File: src/rtl/core/shash_pkg.sv
package shash_pkg;

	// Item kinds carried on the input tuser bit.
	localparam logic CMD_START = 1'b0;
	localparam logic CMD_BYTE  = 1'b1;

	// Configuration register indexes.
	localparam int unsigned CFG_INDEX_W = 1;
	localparam logic [CFG_INDEX_W-1:0] REG_KEEP_CASE  = 1'b0;
	localparam logic [CFG_INDEX_W-1:0] REG_POLYNOMIAL = 1'b1;
	localparam int unsigned CFG_DATA_W = 32;

	// Reset values of the configuration registers.
	localparam logic        KEEP_CASE_RESET  = 1'b1;
	localparam logic [31:0] POLYNOMIAL_RESET = 32'h82F63B78;

	// Stream widths: length in the low 32 bits, data byte above, padded to bytes.
	localparam int unsigned LENGTH_W  = 32;
	localparam int unsigned BYTE_W    = 8;
	localparam int unsigned CRC_W     = 32;
	localparam int unsigned IN_DATA_W = ((LENGTH_W + BYTE_W + 7) / 8) * 8;

	// ASCII letters for case folding.
	localparam logic [7:0] CHAR_UPPER_A = 8'h41;
	localparam logic [7:0] CHAR_UPPER_Z = 8'h5A;
	localparam logic [7:0] CASE_OFFSET  = 8'h20;

	typedef struct packed {
		logic                keep_case;
		logic [CRC_W-1:0]    polynomial;
	} cfg_t;

	// One request as it moves down the pre-hash stages.
	typedef struct packed {
		logic                cmd;
		logic [LENGTH_W-1:0] length;
		logic [BYTE_W-1:0]   data_byte;
		logic [CRC_W-1:0]    crc;
	} item_t;

	typedef struct packed {
		logic             valid;
		logic [CRC_W-1:0] hash;
	} res_t;

	// Fold one byte into a reflected CRC register, one bit per step.
	function automatic logic [CRC_W-1:0] fold_byte(input logic [CRC_W-1:0] crc,
			input logic [BYTE_W-1:0] b, input logic [CRC_W-1:0] poly);
		logic [CRC_W-1:0] c;
		c = crc ^ {{(CRC_W-BYTE_W){1'b0}}, b};
		for (int i = 0; i < BYTE_W; i++) begin
			c = (c >> 1) ^ (poly & {CRC_W{c[0]}});
		end
		return c;
	endfunction

	// Map A..Z to a..z, leave every other byte alone.
	function automatic logic [BYTE_W-1:0] to_lower(input logic [BYTE_W-1:0] b);
		logic [BYTE_W-1:0] r;
		r = b;
		if (b >= CHAR_UPPER_A && b <= CHAR_UPPER_Z) begin
			r = b + CASE_OFFSET;
		end
		return r;
	endfunction

endpackage

File: src/rtl/core/shash_cfg.sv
module shash_cfg (
	input  logic                                clk,
	input  logic                                arst_n,
	input  logic                                cfg_we,
	input  logic [shash_pkg::CFG_INDEX_W-1:0]   cfg_index,
	input  logic [shash_pkg::CFG_DATA_W-1:0]    cfg_data,
	output shash_pkg::cfg_t                     cfg
);
	import shash_pkg::*;

	logic             keep_case_q;
	logic [CRC_W-1:0] polynomial_q;

	// Register writes, decoded by index.
	always_ff @(posedge clk or negedge arst_n) begin
		if (!arst_n) begin
			keep_case_q  <= KEEP_CASE_RESET;
			polynomial_q <= POLYNOMIAL_RESET;
		end else if (cfg_we) begin
			case (cfg_index)
				REG_KEEP_CASE:  keep_case_q  <= cfg_data[0];
				REG_POLYNOMIAL: polynomial_q <= cfg_data[CRC_W-1:0];
				default: ;
			endcase
		end
	end

	assign cfg.keep_case  = keep_case_q;
	assign cfg.polynomial = polynomial_q;

endmodule

File: src/rtl/core/shash_pre.sv
module shash_pre (
	input  logic                               clk,
	input  logic                               arst_n,
	input  logic                               adv,
	input  logic                               in_valid,
	input  logic                               in_cmd,
	input  logic [shash_pkg::IN_DATA_W-1:0]    in_data,
	input  shash_pkg::cfg_t                    cfg,
	output logic                               out_valid,
	output shash_pkg::item_t                   out_item
);
	import shash_pkg::*;

	logic  vld_s1, vld_s2, vld_s3, vld_s4;
	item_t item_s1, item_s2, item_s3, item_s4;
	item_t nxt_s2, nxt_s3, nxt_s4;

	// Each stage folds one length byte into the partial CRC, which starts at zero.
	// The data byte is case folded in the first stage when keep_case is clear.
	always_comb begin
		nxt_s2 = item_s1;
		nxt_s2.crc = fold_byte('0, item_s1.length[7:0], cfg.polynomial);
		if (!cfg.keep_case) begin
			nxt_s2.data_byte = to_lower(item_s1.data_byte);
		end
		nxt_s3 = item_s2;
		nxt_s3.crc = fold_byte(item_s2.crc, item_s2.length[15:8], cfg.polynomial);
		nxt_s4 = item_s3;
		nxt_s4.crc = fold_byte(item_s3.crc, item_s3.length[23:16], cfg.polynomial);
	end

	// Valid bits of the stages; the whole line moves together.
	always_ff @(posedge clk or negedge arst_n) begin
		if (!arst_n) begin
			vld_s1 <= 1'b0;
			vld_s2 <= 1'b0;
			vld_s3 <= 1'b0;
			vld_s4 <= 1'b0;
		end else if (adv) begin
			vld_s1 <= in_valid;
			vld_s2 <= vld_s1;
			vld_s3 <= vld_s2;
			vld_s4 <= vld_s3;
		end
	end

	// Payload of the stages.
	always_ff @(posedge clk) begin
		if (adv) begin
			item_s1.cmd       <= in_cmd;
			item_s1.length    <= in_data[LENGTH_W-1:0];
			item_s1.data_byte <= in_data[LENGTH_W +: BYTE_W];
			item_s1.crc       <= '0;
			item_s2           <= nxt_s2;
			item_s3           <= nxt_s3;
			item_s4           <= nxt_s4;
		end
	end

	assign out_valid = vld_s4;
	assign out_item  = item_s4;

endmodule

File: src/rtl/core/shash_core.sv
module shash_core (
	input  logic                  clk,
	input  logic                  arst_n,
	input  logic                  adv,
	input  logic                  in_valid,
	input  shash_pkg::item_t      in_item,
	input  shash_pkg::cfg_t       cfg,
	output shash_pkg::res_t       res
);
	import shash_pkg::*;

	logic [CRC_W-1:0]    crc_q, crc_n;
	logic [LENGTH_W-1:0] rem_q, rem_n;
	logic                upd;
	logic                emit;

	// Start: finish the length salt. Byte: fold into the running CRC if a
	// string is open, and count it off.
	always_comb begin
		crc_n = crc_q;
		rem_n = rem_q;
		upd   = 1'b0;
		emit  = 1'b0;
		if (in_valid) begin
			if (in_item.cmd == CMD_START) begin
				crc_n = fold_byte(in_item.crc, in_item.length[31:24], cfg.polynomial);
				rem_n = in_item.length;
				upd   = 1'b1;
				emit  = (in_item.length == '0);
			end else if (rem_q != '0) begin
				crc_n = fold_byte(crc_q, in_item.data_byte, cfg.polynomial);
				rem_n = rem_q - LENGTH_W'(1);
				upd   = 1'b1;
				emit  = (rem_n == '0);
			end
		end
	end

	// Running CRC and the count of bytes still expected.
	always_ff @(posedge clk or negedge arst_n) begin
		if (!arst_n) begin
			crc_q <= '0;
			rem_q <= '0;
		end else if (adv && upd) begin
			crc_q <= crc_n;
			rem_q <= rem_n;
		end
	end

	assign res.valid = emit;
	assign res.hash  = crc_n;

endmodule

File: src/rtl/core/shash_out.sv
module shash_out (
	input  logic                          clk,
	input  logic                          arst_n,
	input  shash_pkg::res_t               res,
	output logic                          adv,
	output logic                          m_axis_tvalid,
	input  logic                          m_axis_tready,
	output logic [shash_pkg::CRC_W-1:0]   m_axis_tdata
);
	import shash_pkg::*;

	logic             out_valid_q;
	logic [CRC_W-1:0] hash_q;

	// The line stalls only when a hash is due and the result register stays full.
	assign adv = !res.valid || !out_valid_q || m_axis_tready;

	always_ff @(posedge clk or negedge arst_n) begin
		if (!arst_n) begin
			out_valid_q <= 1'b0;
		end else if (res.valid && adv) begin
			out_valid_q <= 1'b1;
		end else if (m_axis_tready) begin
			out_valid_q <= 1'b0;
		end
	end

	always_ff @(posedge clk) begin
		if (res.valid && adv) begin
			hash_q <= res.hash;
		end
	end

	assign m_axis_tvalid = out_valid_q;
	assign m_axis_tdata  = hash_q;

endmodule

File: src/rtl/core/salted_crc32_string_hash.sv
// Channel   Direction  Payload
// s_axis    in         tdata: length[31:0], data_byte[39:32]; tuser: command
// m_axis    out        tdata: hash[31:0]
// cfg       in         index 0 keep_case, index 1 polynomial
//
// One request is taken per cycle unless the line stalls; the hash of a string
// is registered when the request that completes it leaves the pre-hash stages.
// Three pre-hash stages fold the first three length bytes, one byte per stage;
// the last stage folds one byte into the running CRC, which sets the clock.
// The line stalls only while a hash is due and the result register is full.
// Reset clears the CRC, the byte count, all valid bits and restores the registers.
module salted_crc32_string_hash (
	input  logic                                clk,
	input  logic                                arst_n,
	input  logic                                cfg_we,
	input  logic [shash_pkg::CFG_INDEX_W-1:0]   cfg_index,
	input  logic [shash_pkg::CFG_DATA_W-1:0]    cfg_data,
	input  logic                                s_axis_tvalid,
	output logic                                s_axis_tready,
	input  logic [shash_pkg::IN_DATA_W-1:0]     s_axis_tdata,  // length, data_byte
	input  logic                                s_axis_tuser,  // command
	output logic                                m_axis_tvalid,
	input  logic                                m_axis_tready,
	output logic [shash_pkg::CRC_W-1:0]         m_axis_tdata   // hash
);
	import shash_pkg::*;

	cfg_t  cfg;
	item_t item;
	logic  item_valid;
	res_t  res;
	logic  adv;

	shash_cfg u_cfg (
		.clk       (clk),
		.arst_n    (arst_n),
		.cfg_we    (cfg_we),
		.cfg_index (cfg_index),
		.cfg_data  (cfg_data),
		.cfg       (cfg)
	);

	shash_pre u_pre (
		.clk       (clk),
		.arst_n    (arst_n),
		.adv       (adv),
		.in_valid  (s_axis_tvalid),
		.in_cmd    (s_axis_tuser),
		.in_data   (s_axis_tdata),
		.cfg       (cfg),
		.out_valid (item_valid),
		.out_item  (item)
	);

	shash_core u_core (
		.clk      (clk),
		.arst_n   (arst_n),
		.adv      (adv),
		.in_valid (item_valid),
		.in_item  (item),
		.cfg      (cfg),
		.res      (res)
	);

	shash_out u_out (
		.clk           (clk),
		.arst_n        (arst_n),
		.res           (res),
		.adv           (adv),
		.m_axis_tvalid (m_axis_tvalid),
		.m_axis_tready (m_axis_tready),
		.m_axis_tdata  (m_axis_tdata)
	);

	assign s_axis_tready = adv;

endmodule

File: config.mk
export PLATFORM = sky130hd
export DESIGN_NAME = salted_crc32_string_hash
export DESIGN_NICKNAME = d
export VERILOG_FILES = /design/src/rtl/core/shash_pkg.sv /design/src/rtl/core/shash_cfg.sv /design/src/rtl/core/shash_pre.sv /design/src/rtl/core/shash_core.sv /design/src/rtl/core/shash_out.sv /design/src/rtl/core/salted_crc32_string_hash.sv
export SDC_FILE = /design/constraint.sdc
export NUM_CORES = 2
export LEC_CHECK = 0
export BUFFER_PORTS_ARGS = -buffer_cell sky130_fd_sc_hd__buf_2
export CAP_MARGIN = 20
export CORE_MARGIN = 4
export CORE_UTILIZATION = 40
export CTS_CLUSTER_SIZE = 24
export DETAILED_ROUTE_END_ITERATION = 10
export SLEW_MARGIN = 10
export SYNTH_ARGS = -nofsm -noshare
export SYNTH_HDL_FRONTEND = slang
export SYNTH_SLANG_ARGS = --single-unit
File: constraint.sdc
create_clock -name clk -period 9.1 [get_ports clk]
set_input_delay 0.455 -clock clk [delete_from_list [all_inputs] [get_ports clk]]
set_output_delay 0.455 -clock clk [all_outputs]
set_load 0.01 [all_outputs]
# After elaboration in Yosys (flattened, before gate mapping)
# Index checks and enable logic that the tools add are counted.
[classes] add_sub_neg=2 n_mul=0 div_mod_pow=0 n_lt_le_gt_ge=2 n_eq_ne=1 shift=0 n_mux=15 bitwise_logic=85 n_reduce_logical=14
[ops] op="AND 32 bit" n=40
[ops] op="bitwise XOR 31 x 32 -> 32 bit" n=39
[ops] op="2-to-1 mux 32 bit" n=5
[ops] op="bitwise XOR 32 x 8 -> 32 bit" n=4
[ops] op="logical NOT 32 bit" n=2
[ops] op="nonzero test 32 bit" n=1
[ops] op="subtractor 32 x 1 -> 32 bit (second input constant)" n=1
[ops] op="bitwise XOR 7 x 32 -> 32 bit" n=1
[ops] op="2-to-1 mux 8 bit" n=2
[ops] op="adder 8 x 6 -> 8 bit (second input constant)" n=1
[ops] op="greater-or-equal comparator 8 x 7 -> 1 bit (second input constant)" n=1
[ops] op="<= comparator 8 x 7 -> 1 bit (second input constant)" n=1
[ops] op="2-to-1 mux 1 bit" n=8
[ops] op="AND reduction 2 bit" n=2
[ops] op="logical AND 1 bit" n=3
[ops] op="AND reduction 3 bit" n=1
[ops] op="logical NOT 1 bit" n=2
[ops] op="logical OR 1 bit" n=2
[ops] op="!= test 2 x 1 -> 1 bit (second input constant)" n=1
[ops] op="nonzero test 2 bit" n=1
[ops] op="inverter 1 bit" n=1
[totals] ff_bits=394 latch_bits=0 mem_bits_rw=0 romBits=0 in_bits=79 out_inout_bits=34 wordCells=144 n_memories=0

# Logic depth before layout (Yosys ltp)
[logic_depth] word_depth=20 mapped_depth=18 ltp_nobuf=15

# By module
# Synthesis repeated with hierarchy kept, for this count alone.
[unflattened] hier_cells=4645 area_unflattened_um2=38973.6
[modules_own_cells] module="shash_pre" instances=1 cells_per_inst=2389 area_each_um2=21939.8
[modules_own_cells] module="shash_core" instances=1 cells_per_inst=2147 area_each_um2=14604.0
[modules_own_cells] module="shash_cfg" instances=1 cells_per_inst=72 area_each_um2=1417.6
[modules_own_cells] module="shash_out" instances=1 cells_per_inst=37 area_each_um2=1012.2

# Least setup slack after synthesis
# No wires, ideal clock.
[synth_path] path_type="register to register" start="register u_core.rem_q[3]" end="register u_core.crc_q[26]" t_arrival_ns=6.807 required_ns=8.977 slack_ns=2.170 stages_incl_launch_ff=15 period_less_slack_ns=6.930 path_cell_list="dfrtp_1 > clkbuf_1 > nor4_2 > nand3b_1 > or4_1 > nor3_1 > or3_1 > nor3_1 > a31oi_1 > or3_1 > buf_2 > nand3_1 > nor2_1 > nand2_1 > o221a_2"
[synth_between] elab_chain_len=9 word_cells_on_any_way=16 classes_between="add/sub: 1; mux: 9; reduce/logical: 6"
[synth_rtl] element="start: declaration" line_no="shash_core.sv:13" text="logic [LENGTH_W-1:0] rem_q, rem_n;"
[synth_rtl] element="start signal: assignment" line_no="shash_core.sv:46" text="rem_q <= rem_n;"
[synth_rtl] element="subtractor 32 x 1 -> 32 bit" line_no="shash_core.sv:32" text="rem_n = rem_q - LENGTH_W'(1);"
[synth_rtl] element="logical NOT 32 bit" line_no="shash_core.sv:34" text="emit = (rem_n == '0);"
[synth_rtl] element="2-to-1 mux 1 bit (*)" line_no="shash_core.sv:30" text="end else if (rem_q != '0) begin"
[synth_rtl] element="2-to-1 mux 1 bit (*)" line_no="shash_core.sv:25" text="if (in_item.cmd == CMD_START) begin"
[synth_rtl] element="2-to-1 mux 1 bit (*)" line_no="shash_core.sv:24" text="if (in_valid) begin"
[synth_rtl] element="logical NOT 1 bit (*)" line_no="shash_out.sv:16" text="assign adv = !res.valid || !out_valid_q || m_axis_tready;"
[synth_rtl] element="logical OR 1 bit (*) (2 in a row)" line_no="shash_out.sv:16"
[synth_rtl] element="via s_axis_tready" line_no="salted_crc32_string_hash.sv:19" text="output logic s_axis_tready,"
[synth_rtl] element="logical AND 1 bit (*)" line_no="shash_core.sv:44" text="end else if (adv && upd) begin"
[synth_rtl] element="end signal: assignment" line_no="shash_core.sv:45" text="crc_q <= crc_n;"
[synth_rtl] element="end: declaration" line_no="shash_core.sv:12" text="logic [CRC_W-1:0] crc_q, crc_n;"
# Mark *: on every way through the listed nets, which the timed path passes. The rest lies on a longest branch.
# A chain may end at the register's enable or synchronous reset.

==> results.md <==
* Outcome: finished clean
* Nets@finish at roughly 4100
* Root Driver: clkbuf_16
* Number of CTS-inserted buffers at 49
* R2R cell count at 15
* Crit-path slowest cell: xor2_4
* Fraction of layout cells with a size suffix above 1 at 9.817%
* Hold path cells at 1
* Flop2flop setup slack at between 3000 and 4000 ps
* Most common cell after layout, fill and taps aside: nand2_1
* Ports at 113
* Clk sinks at 394
* Worst-Skew Late Latency at 630 ps
* Initial core utilization at between 40% and 50%
* Number of fill cells at 8263
* TritonCTS clock tree: yes
* Hold crit path type: input port to flop
* Endpoints failing setup at 0
* First-pass GRT wire length at 152900 µm
* Pre-antenna DRT Iters at 5
* Total of max-cap violations at 0
* Worst path arrival time at 6290 ps
* Synthesized area at around 0.034 mm²
* Syn avg cell area at 8.295 µm²
* Seq/Total Area, Yosys at 33.07%
* CTS max path bufs at 3
* Minimum clock period at 5916 ps
* Number of synthesized flops with an enable pin at 292
* Core region area at 0.08515 mm²
* Crit path largest cell delay at 840 ps
* HPWL Detailed at 66020 µm
* GPL Wtd Cong at roughly 0.9
* Async SR Flop Fraction at 25.89%
* Element type at the critical path end: flop
* R2r startpoint: u_cfg.polynomial_q[0]
* Overall Global Routing Usage at around a fifth
* Synth Net Count at between 4000 and 5000
* Primary FF master, synth: edfxtp_1
* Tcrit/Tclk final at 65.01%
* Max Fclk at 169.0 MHz
* Post-Synthesis Cells at 4135
* Yosys cell types at 85
* Most frequent cells in the layout: nand2_1 (1187), xnor2_1 (1085), edfxtp_1 (292)
* Die width at approximately 300 µm
* Crit path cell chain: inv_2 > buf_4 > nor3_1 > nor2_2 > buf_4 > a21boi_0 > a221oi_1 > a21boi_1 > nor3_1 > mux2i_2 > and2_0 > xor2_4 > nand2_1 > xnor2_1 > a221o_1
* CTS resizes at 0
* Final Max Slew Viols at 0
* FF-to-FF End: u_out.m_axis_tdata[28]
* Port bufs at about 110
* Rows at 107
* Vias at 27450
* Post-route ant nets at 0
* Worst rel slew slack at 27.27%
* Detailed Route WL at 96890 µm
* Hold path start: s_axis_tdata[15]
* Reg clk slew, reported paths at 60 ps
* Initial antenna violation count at 1
* Worst Tran Pin Value at 1088 ps
* Worst Path Required at about 9500 ps
* Die area at around 0.091 mm²
* Final TNS setup at 0 ps
* WL/cell at approximately 18 µm
* Vias in the first global route at 26120
* RSZ-0062 raised after global routing: false
* Yosys warns at 0
* Hold EP: u_pre.item_s1[55]
* Setup Crit Path Kind: flop to flop
* # DRC at 0
* Die height at between 300 and 400 µm
* Layout area overhead at 10.46%
* DR vias/cell at between 5 and 6
* Final Hold Fails at 0
* Grt ovf at 0
* Clock skew at ~56 ps
* Drt initial violations at 2216
* Htree depth at 2
* Startpoint Class: flop
* Largest net degree at the start of global routing at 166
* Crit-path max FO at 42
* Synthesized flop and latch total at 394
-- flip-flops by register name, indices dropped and copies added, names as in the netlist --
| register | flops |
|---|---|
| u_cfg.keep_case_q | 1 |
| u_cfg.polynomial_q | 32 |
| u_core.crc_q | 32 |
| u_core.rem_q | 32 |
| u_out.m_axis_tdata | 32 |
| u_out.m_axis_tvalid | 1 |
| u_pre.item_s1 | 41 |
| u_pre.item_s2 | 73 |
| u_pre.item_s3 | 73 |
| u_pre.out_item | 73 |
| u_pre.out_valid | 1 |
| u_pre.vld_s1 | 1 |
| u_pre.vld_s2 | 1 |
| u_pre.vld_s3 | 1 |
-- per-stage QoR --
stage | instance area, µm² | worst slack (ps) | util, % | hold slack (ps) | cells
after global placement | 35760 | 3042 | 42.00 | 400.9 | 5119
after floorplan | 34300 | 2170 | - | 159.4 | 4135
after detailed placement | 35800 | 3244 | 42.04 | 404.5 | 5123
after global routing | 37890 | 2723 | 44.50 | 9.911 | 5249
final | 37890 | 3184 | 44.50 | 35.52 | 5250
after CTS | 37840 | 3252 | 44.44 | 2.592 | 5246
-- cell usage after synthesis (41+ instances only) --
master	n	area, µm²
nand2_1	1188	4459
xnor2_1	1099	9625
edfxtp_1	292	8768
clkbuf_1	224	840.8
nor2_1	136	510.5
a21oi_1	117	585.6
xor2_1	108	945.9
nand3_1	85	425.4
dfrtp_1	84	2102
buf_1	80	300.3
o21ai_0	77	385.4
buf_2	44	220.2
mux2_2	41	461.7
-- final cells by class --
| class | instances | area, µm² | share of cell area [%] |
|---|---|---|---|
| well taps | 1144 | 1431 | 3.778 |
| repair buffers | 230 | 1570 | 4.144 |
| clock buffers | 66 | 1320 | 3.484 |
| multi-input cells | 3354 | 21670 | 57.21 |
| flip-flops and latches | 394 | 11350 | 29.95 |
| inverters | 35 | 131.4 | 0.3467 |
| clock inverters | 26 | 411.6 | 1.086 |
| diodes | 1 | 2.502 | 0.006605 |
-- metal layers --
metal / wire length, µm / track usage (%) / up-vias / part of all wire, %
met5: 0 / 0 / - / 0
met4: 2701 / 6.313 / 0 / 2.8
met3: 5762 / 2.358 / 161 / 5.9
met2: 45190 / 35.19 / 825 / 47
met1: 43240 / 28.73 / 13110 / 45
li1: - / - / 13350 / -
-- worst max-delay path: cells and delay by family, from the launching register on --
| family | cells | cell delay [ps] |
|---|---|---|
| DFF | 1 | 630 |
| xor gates and xnor gates | 2 | 1030 |
| AOI/OAI and AO/OA | 4 | 1240 |
| buffers and inverters | 3 | 1290 |
| muxes | 1 | 360 |
| and+or+nand+nor | 5 | 1060 |
-- logic make-up after synthesis --
kind of cell | share of synthesized area (%)
adder cells (fa/ha/maj) | 0.1459
flip-flops | 33.07
AO/OA/AOI/OAI | 8.492
AND/OR/NAND/NOR | 19.35
buffers and inverters | 4.450
XOR/XNOR | 31.88
multiplexers | 2.619
-- worst max path at each step --
stage / startpoint / end
final: u_cfg.polynomial_q[0] / u_out.m_axis_tdata[28]
after global routing: u_cfg.polynomial_q[0] / u_out.m_axis_tdata[18]
after CTS: u_cfg.polynomial_q[0] / u_out.m_axis_tdata[28]
after detailed placement: u_cfg.polynomial_q[0] / u_out.m_axis_tdata[28]
after global placement: u_cfg.polynomial_q[0] / u_out.m_axis_tdata[2]
after floorplan: u_core.rem_q[3] / u_core.crc_q[26]
-- timing repair --
item                      4_1_cts  5_1_grt
hold endpoints to repair       66        0
hold buffers                   31        0
buffers inserted                0        0
Power is not shown: default switching activity piles up to over one toggle a cycle in this logic, so the estimate is an artifact.
